**src/sv/assert_macros.svh**
```systemverilog
`ifndef ASSERT_MACROS_SVH
`define ASSERT_MACROS_SVH

// Same-cycle implication, disabled while in reset
`define ASSERT_SAME(label, clk, rst_n, ante, cons) \
	label: assert property (@(posedge clk) disable iff (!rst_n) (ante) |-> (cons)) \
		else $error("assertion failed");

// Next-cycle implication, disabled while in reset
`define ASSERT_NEXT(label, clk, rst_n, ante, cons) \
	label: assert property (@(posedge clk) disable iff (!rst_n) (ante) |=> (cons)) \
		else $error("assertion failed");

`endif

```
**src/sv/rtccal_pkg.sv**
```systemverilog
package rtccal_pkg;

	// field widths
	localparam int CFG_W   = 8;
	localparam int SEC_W   = 6;
	localparam int MIN_W   = 6;
	localparam int HOUR_W  = 5;
	localparam int DAY_W   = 5;
	localparam int MONTH_W = 4;
	localparam int YEAR_W  = 14;

	// default divider counter width
	localparam int CNT_W_DEF = 8;

	// register reset values
	localparam logic [CFG_W-1:0] TPS_RST  = 8'd10;
	localparam logic [CFG_W-1:0] SPLP_RST = 8'd10;

	// calendar reset values and limits
	localparam logic [DAY_W-1:0]   DAY_RST   = 5'd1;
	localparam logic [MONTH_W-1:0] MONTH_RST = 4'd1;
	localparam logic [YEAR_W-1:0]  YEAR_RST  = 14'd2000;
	localparam logic [YEAR_W-1:0]  YEAR_MAX  = 14'd9999;
	localparam logic [MONTH_W-1:0] DEC       = 4'd12;
	localparam logic [MONTH_W-1:0] FEB       = 4'd2;

	// y / 100 as (y * 5243) >> 19, exact for y below 43690
	localparam int RECIP_SHIFT = 19;
	localparam logic [12:0] RECIP_100 = 13'd5243;

	// configuration register indexes
	typedef enum logic [1:0] {
		REG_TPS     = 2'd0,
		REG_SPLP    = 2'd1,
		REG_RST_REQ = 2'd2,
		REG_CAL_EN  = 2'd3
	} cfg_reg_t;

	// month length; months outside 1..12 count as 31 days
	function automatic logic [DAY_W-1:0] month_len(input logic [MONTH_W-1:0] m,
			input logic leap);
		logic [DAY_W-1:0] len;
		case (m)
			4'd2:                      len = leap ? 5'd29 : 5'd28;
			4'd4, 4'd6, 4'd9, 4'd11:   len = 5'd30;
			default:                   len = 5'd31;
		endcase
		return len;
	endfunction

endpackage

```
**src/sv/tick_divider_rtc_calendar.sv**
```systemverilog
// Tick divider with calendar. Each transfer on the input channel is either a
// 100 ms tick (opcode 0) or a calendar load (opcode 1), and yields exactly one
// result: the tick events (second pulse, long-period pulse, watchdog clear) and
// the calendar after the item. One item is accepted every clock cycle while
// in_ready is high; the whole update is one pass of logic from the state
// registers into the output register, so the result appears the cycle after
// the transfer, and input ready stays high unless the output register holds an
// untaken result. The longest path is the leap-year check (one 14x13 multiply)
// into the day and month rollover. Configuration is written through
// cfg_we/cfg_index/cfg_wdata and should only change while the block is idle.
module tick_divider_rtc_calendar #(
	parameter int COUNTER_WIDTH = rtccal_pkg::CNT_W_DEF
) (
	input  logic                              clk,
	input  logic                              arst_n,
	// configuration
	input  logic                              cfg_we,
	input  logic [1:0]                        cfg_index,
	input  logic [rtccal_pkg::CFG_W-1:0]      cfg_wdata,
	// input channel
	input  logic                              in_valid,
	output logic                              in_ready,
	input  logic                              opcode,
	input  logic [rtccal_pkg::SEC_W-1:0]      load_second,
	input  logic [rtccal_pkg::MIN_W-1:0]      load_minute,
	input  logic [rtccal_pkg::HOUR_W-1:0]     load_hour,
	input  logic [rtccal_pkg::DAY_W-1:0]      load_day,
	input  logic [rtccal_pkg::MONTH_W-1:0]    load_month,
	input  logic [rtccal_pkg::YEAR_W-1:0]     load_year,
	// output channel
	output logic                              out_valid,
	input  logic                              out_ready,
	output logic                              second_pulse,
	output logic                              long_period_pulse,
	output logic                              watchdog_clear,
	output logic [rtccal_pkg::SEC_W-1:0]      cur_second,
	output logic [rtccal_pkg::MIN_W-1:0]      cur_minute,
	output logic [rtccal_pkg::HOUR_W-1:0]     cur_hour,
	output logic [rtccal_pkg::DAY_W-1:0]      cur_day,
	output logic [rtccal_pkg::MONTH_W-1:0]    cur_month,
	output logic [rtccal_pkg::YEAR_W-1:0]     cur_year
);
	import rtccal_pkg::*;

	`include "assert_macros.svh"

	localparam int CMP_W = (COUNTER_WIDTH + 1 > CFG_W) ? COUNTER_WIDTH + 1 : CFG_W;
	localparam int PROD_W = YEAR_W + 13;

	// configuration registers
	logic [CFG_W-1:0] tps_q, splp_q;
	logic             rst_req_q, cal_en_q;

	// divider and calendar state
	logic [COUNTER_WIDTH-1:0] tick_q, secs_q;
	logic [SEC_W-1:0]   sec_q;
	logic [MIN_W-1:0]   min_q;
	logic [HOUR_W-1:0]  hour_q;
	logic [DAY_W-1:0]   day_q;
	logic [MONTH_W-1:0] month_q;
	logic [YEAR_W-1:0]  year_q;

	// output register
	logic               out_valid_q;
	logic               sp_q, lp_q, wd_q;
	logic [SEC_W-1:0]   osec_q;
	logic [MIN_W-1:0]   omin_q;
	logic [HOUR_W-1:0]  ohour_q;
	logic [DAY_W-1:0]   oday_q;
	logic [MONTH_W-1:0] omonth_q;
	logic [YEAR_W-1:0]  oyear_q;

	// next-state values
	logic                     accept;
	logic [COUNTER_WIDTH:0]   tick_inc, secs_inc;
	logic                     sec_evt, long_evt;
	logic [COUNTER_WIDTH-1:0] tick_n, secs_n;
	logic [SEC_W-1:0]         sec_n;
	logic [MIN_W-1:0]         min_n;
	logic [HOUR_W-1:0]        hour_n;
	logic [DAY_W-1:0]         day_n;
	logic [MONTH_W-1:0]       month_n;
	logic [YEAR_W-1:0]        year_n;
	logic                     sp_n, lp_n, wd_n;
	logic [SEC_W:0]           sec_inc;
	logic [MIN_W:0]           min_inc;
	logic [HOUR_W:0]          hour_inc;
	logic [DAY_W:0]           day_inc;
	logic [PROD_W-1:0]        year_prod;
	logic                     div100, leap;
	logic [DAY_W-1:0]         mlen;

	assign in_ready = !out_valid_q || out_ready;
	assign accept   = in_valid && in_ready;

	// configuration writes
	always_ff @(posedge clk or negedge arst_n) begin
		if (!arst_n) begin
			tps_q     <= TPS_RST;
			splp_q    <= SPLP_RST;
			rst_req_q <= 1'b0;
			cal_en_q  <= 1'b0;
		end else if (cfg_we) begin
			unique case (cfg_reg_t'(cfg_index))
				REG_TPS:     tps_q     <= cfg_wdata;
				REG_SPLP:    splp_q    <= cfg_wdata;
				REG_RST_REQ: rst_req_q <= cfg_wdata[0];
				REG_CAL_EN:  cal_en_q  <= cfg_wdata[0];
			endcase
		end
	end

	// leap year: y % 100 == 0 when the fraction of y/100 is small
	assign year_prod = PROD_W'(year_q) * PROD_W'(RECIP_100);
	assign div100    = year_prod[RECIP_SHIFT-1:0] < RECIP_SHIFT'(RECIP_100);
	assign leap      = div100 ? (year_prod[RECIP_SHIFT+1:RECIP_SHIFT] == 2'b00)
	                          : (year_q[1:0] == 2'b00);
	assign mlen      = month_len(month_q, leap);

	// divider counters
	assign tick_inc = {1'b0, tick_q} + 1'b1;
	assign secs_inc = {1'b0, secs_q} + 1'b1;
	assign sec_evt  = CMP_W'(tick_inc) >= CMP_W'(tps_q);
	assign long_evt = CMP_W'(secs_inc) >= CMP_W'(splp_q);

	assign sec_inc  = {1'b0, sec_q} + 1'b1;
	assign min_inc  = {1'b0, min_q} + 1'b1;
	assign hour_inc = {1'b0, hour_q} + 1'b1;
	assign day_inc  = {1'b0, day_q} + 1'b1;

	// item update
	always_comb begin
		tick_n  = tick_q;
		secs_n  = secs_q;
		sec_n   = sec_q;
		min_n   = min_q;
		hour_n  = hour_q;
		day_n   = day_q;
		month_n = month_q;
		year_n  = year_q;
		sp_n    = 1'b0;
		lp_n    = 1'b0;
		wd_n    = 1'b0;
		if (opcode) begin
			sec_n   = load_second;
			min_n   = load_minute;
			hour_n  = load_hour;
			day_n   = load_day;
			month_n = load_month;
			year_n  = load_year;
		end else begin
			wd_n   = !rst_req_q;
			tick_n = tick_inc[COUNTER_WIDTH-1:0];
			if (sec_evt) begin
				tick_n = '0;
				sp_n   = 1'b1;
				secs_n = secs_inc[COUNTER_WIDTH-1:0];
				if (long_evt) begin
					secs_n = '0;
					lp_n   = 1'b1;
				end
				// calendar cascade
				if (cal_en_q) begin
					sec_n = sec_inc[SEC_W-1:0];
					if (sec_inc >= (SEC_W+1)'(60)) begin
						sec_n = '0;
						min_n = min_inc[MIN_W-1:0];
						if (min_inc >= (MIN_W+1)'(60)) begin
							min_n  = '0;
							hour_n = hour_inc[HOUR_W-1:0];
							if (hour_inc >= (HOUR_W+1)'(24)) begin
								hour_n = '0;
								day_n  = day_inc[DAY_W-1:0];
								if (day_inc > {1'b0, mlen}) begin
									day_n = DAY_RST;
									if (month_q >= DEC) begin
										month_n = MONTH_RST;
										year_n  = (year_q >= YEAR_MAX) ? '0 : year_q + 1'b1;
									end else begin
										month_n = month_q + 1'b1;
									end
								end
							end
						end
					end
				end
			end
		end
	end

	// state registers
	always_ff @(posedge clk or negedge arst_n) begin
		if (!arst_n) begin
			tick_q  <= '0;
			secs_q  <= '0;
			sec_q   <= '0;
			min_q   <= '0;
			hour_q  <= '0;
			day_q   <= DAY_RST;
			month_q <= MONTH_RST;
			year_q  <= YEAR_RST;
		end else if (accept) begin
			tick_q  <= tick_n;
			secs_q  <= secs_n;
			sec_q   <= sec_n;
			min_q   <= min_n;
			hour_q  <= hour_n;
			day_q   <= day_n;
			month_q <= month_n;
			year_q  <= year_n;
		end
	end

	// output valid
	always_ff @(posedge clk or negedge arst_n) begin
		if (!arst_n) begin
			out_valid_q <= 1'b0;
		end else if (in_ready) begin
			out_valid_q <= in_valid;
		end
	end

	// output payload
	always_ff @(posedge clk) begin
		if (accept) begin
			sp_q     <= sp_n;
			lp_q     <= lp_n;
			wd_q     <= wd_n;
			osec_q   <= sec_n;
			omin_q   <= min_n;
			ohour_q  <= hour_n;
			oday_q   <= day_n;
			omonth_q <= month_n;
			oyear_q  <= year_n;
		end
	end

	assign out_valid         = out_valid_q;
	assign second_pulse      = sp_q;
	assign long_period_pulse = lp_q;
	assign watchdog_clear    = wd_q;
	assign cur_second        = osec_q;
	assign cur_minute        = omin_q;
	assign cur_hour          = ohour_q;
	assign cur_day           = oday_q;
	assign cur_month         = omonth_q;
	assign cur_year          = oyear_q;

	// checks
	`ASSERT_NEXT(a_accept_gives_result, clk, arst_n, accept, out_valid)
	`ASSERT_SAME(a_long_needs_second, clk, arst_n, out_valid && long_period_pulse, second_pulse)
	`ASSERT_NEXT(a_load_sets_calendar, clk, arst_n, accept && opcode,
		cur_year == $past(load_year) && cur_second == $past(load_second) && !second_pulse)
	`ASSERT_NEXT(a_state_matches_out, clk, arst_n, accept,
		sec_q == cur_second && year_q == cur_year && month_q == cur_month)

endmodule

```
**config.mk**
```make
export PLATFORM = sky130hd
export DESIGN_NAME = tick_divider_rtc_calendar
export DESIGN_NICKNAME = d
export VERILOG_FILES = /design/src/sv/rtccal_pkg.sv /design/src/sv/tick_divider_rtc_calendar.sv
export VERILOG_INCLUDE_DIRS = /design/src /design/src/sv
export SDC_FILE = /design/constraint.sdc
export NUM_CORES = 1
export LEC_CHECK = 0
export CORE_UTILIZATION = 42
export DETAILED_ROUTE_END_ITERATION = 8
export DONT_BUFFER_PORTS = 1
export MAX_ROUTING_LAYER = met4
export PLACE_DENSITY = 0.59
export SKIP_CTS_REPAIR_TIMING = 1
export SLEW_MARGIN = 25
export SYNTH_ARGS = -nofsm -noshare
export SYNTH_HDL_FRONTEND = slang
export SYNTH_SLANG_ARGS = --single-unit
```
**constraint.sdc**
```tcl
create_clock -name clk -period 9.4 [get_ports clk]
set_input_delay 0.94 -clock clk [delete_from_list [all_inputs] [get_ports clk]]
set_output_delay 0.94 -clock clk [all_outputs]
set_load 0.05 [all_outputs]
```
==> flow_metrics.tcl <==
set metrics [dict create \
    synth_nets 1307 \
    grt_overflow 0 \
    cp_max_fo 18 \
    hp-class "input port to async pin" \
    synth-seq-cells 118 \
    m1WireLength_mm 11.8 \
    num_io_pins 101 \
    cts_max_level 4 \
    syn_avg_cell_area_um2 9.62 \
    setup_viol_count_final 0 \
    path_buf_inv 4 \
    wl_met2_mm 12.0 \
    io_buffers 0 \
    cts_tree "built" \
    die_area_um2 25100 \
    gp_congestion 0.864 \
    routed.top_layer "met4" \
    synth_seq_area_share_pct 31.0 \
    async_flop_share_pct 63.6 \
    cts_made_buffers 17 \
    ant_nets 0 \
    slowest_delay_ps 680 \
    initial_utilization_pct 43.3 \
    tns_ps 0 \
    ys_warn_count 0 \
    worst_slew_pin_slew_ps 828 \
    period_needed_ps 8580 \
    wire_per_inst_um 18.1 \
    required_ps 9720 \
    drive_above_1_share_pct 9.51 \
    critPathLaunchType "flip-flop" \
    fillers 2303 \
    nets 1299 \
    first_pass_iters 5 \
    cts_sinks 118 \
    drv_slew 0 \
    ys_types 80 \
    vias 7524 \
    rsz0062_at_grt "no" \
    cap_violations 0 \
    critPathKind "flip-flop to flip-flop" \
    num_rows 56 \
    min_period_over_period_pct 91.3 \
    antenna_found_initial 0 \
    viasPerCell 5.41 \
    critPathCaptureType "flip-flop" \
    drc 0 \
    clock_skew_ps 15.7 \
    netlist_area_um2 10300 \
    syn2layout_area_growth_pct 8.50 \
    core_um2 23700 \
    hold_viol_final 0 \
    clk-insertion-delay-late_ps 430 \
    die_x_um 158 \
    crit_arrival_ps 8900 \
    drt_wl_total_mm 25.2 \
    track_usage_pct 22.0 \
    cts-root-buf "clkbuf_16" \
    clk_pin_slew_ps 70 \
    cts_buffer_depth 2 \
    synth-edff-count 43 \
    dieHeight_um 158 \
    grt_pass1_wl_mm 40.6 \
    grt_max_degree 76 \
    netlist_instances 1067 \
    wl_met3_um 992 \
    outcome "finished, final reports clean" \
    grt_pass1_vias 7446 \
    worst-path-stages 26 \
    dr.first_iter.drc_count 444 \
    n_antenna_cell 0 \
    final_cell_mix "inv_1 (153), ha_1 (122), nand2_1 (115), o21ai_0 (65), dfrtp_1 (63)" \
    hpwl_mm 18.6 \
    reg2regPathDepth 26 \
    layout_commonest_cell "inv_1" \
    synth_ff_type "dfrtp_1" \
    relSlewSlack_pct 44.4 \
    max_freq_mhz 117 \
    path_delay_family "adder cells" \
    cpMaxStageDelayCell "or4_1" \
    post-route-util_pct 47.0 \
]
==> synth_stat cells, drive strengths merged, types with 15 or more instances <==
| library cell | n | area (µm²) |
|---|---|---|
| inv | 154 | 578 |
| ha | 122 | 1530 |
| nand2 | 115 | 432 |
| o21ai | 86 | 442 |
| dfrtp | 63 | 1580 |
| fa | 62 | 1240 |
| a21oi | 48 | 252 |
| edfxtp | 43 | 1290 |
| nor2 | 42 | 163 |
| mux2 | 35 | 394 |
| nand3 | 34 | 170 |
| clkbuf | 28 | 105 |
| xnor2 | 23 | 201 |
| nor3 | 15 | 85.1 |
==> routing by layer <==
layer / vias up / track usage [%]
li1: 3663 / -
met1: 3689 / 28.9
met2: 145 / 34.8
met3: 27 / 4.08
met4: 0 / 5.95
met5: - / -
==> final cells by class <==
| type | instances | area [µm²] | share of cell area [%] |
|---|---|---|---|
| clock inverters | 12 | 103 | 0.921 |
| multi-input cells | 762 | 6360 | 57.1 |
| inverters | 155 | 583 | 5.24 |
| well taps | 319 | 399 | 3.58 |
| repair buffers | 5 | 37.5 | 0.337 |
| clock buffers | 20 | 468 | 4.20 |
| flip-flops and latches | 118 | 3180 | 28.6 |
==> registers in the layout, indices dropped and copies added (netlist names), 4 cells and up <==
name	cells
cur_second	6
cur_day	5
month_q	4
sec_q	6
tps_q	8
splp_q	8
cur_year	14
tick_q	8
min_q	6
secs_q	8
cur_month	4
hour_q	5
year_q	14
day_q	5
cur_minute	6
cur_hour	5
==> kinds of logic (layout without fill, tap and decap cells) <==
| kind of cell | after synthesis | after routing | synth area share, % |
|---|---|---|---|
| DFF | 118 | 118 | 31.0 |
| xor gates and xnor gates | 34 | 34 | 2.90 |
| muxes | 41 | 41 | 4.43 |
| and+or+nand+nor | 273 | 273 | 13.0 |
| buffers and inverters | 187 | 192 | 7.00 |
| adders and majority gates | 186 | 186 | 27.2 |
| AOI/OAI and AO/OA | 228 | 228 | 14.5 |
==> stage by stage <==
stage | instances | setup slack (ps) | hold slack, ps | cell area (µm²)
after global routing | 1391 | 260 | 176 | 11100
after floorplan | 1067 | 1840 | 479 | 10300
after global placement | 1359 | 1010 | 492 | 10600
after detailed placement | 1359 | 818 | 496 | 10600
final | 1391 | 817 | 200 | 11100
after CTS | 1391 | 763 | 189 | 11100
==> worst reg2reg max path: stages (launching register included) <==
cell and delay [ps]:
dfstp_2 620, inv_1 210, fa_1 570, inv_1 50, ha_1 210, fa_1 540, inv_1 50, fa_1 480
fa_1 580, inv_1 50, ha_1 340, o211a_1 150, and4_1 200, a2111oi_2 410, a211oi_1 190, mux2i_1 140
or4b_1 560, a2111oi_0 340, a211oi_1 100, ha_1 310, a221oi_2 320, maj3_1 240, nand4_1 240, or4_1 680
o21ai_4 540, o21ai_0 180, a21o_1 200
==> worst paths after layout <==
check	startpoint	endpoint	slack (ps)
max	year_q[4]	year_q[11]	820
min	arst_n	secs_q[7]	200
max reg2reg	year_q[4]	year_q[11]	820
min reg2reg	splp_q[4]	splp_q[4]	510
max in group asynchronous	arst_n	year_q[9]	8960
min in group clk	splp_q[4]	splp_q[4]	510
Power is left out: the tool's default activity adds up to more than one toggle a clock period on the data nets, which glitch-free logic cannot reach.
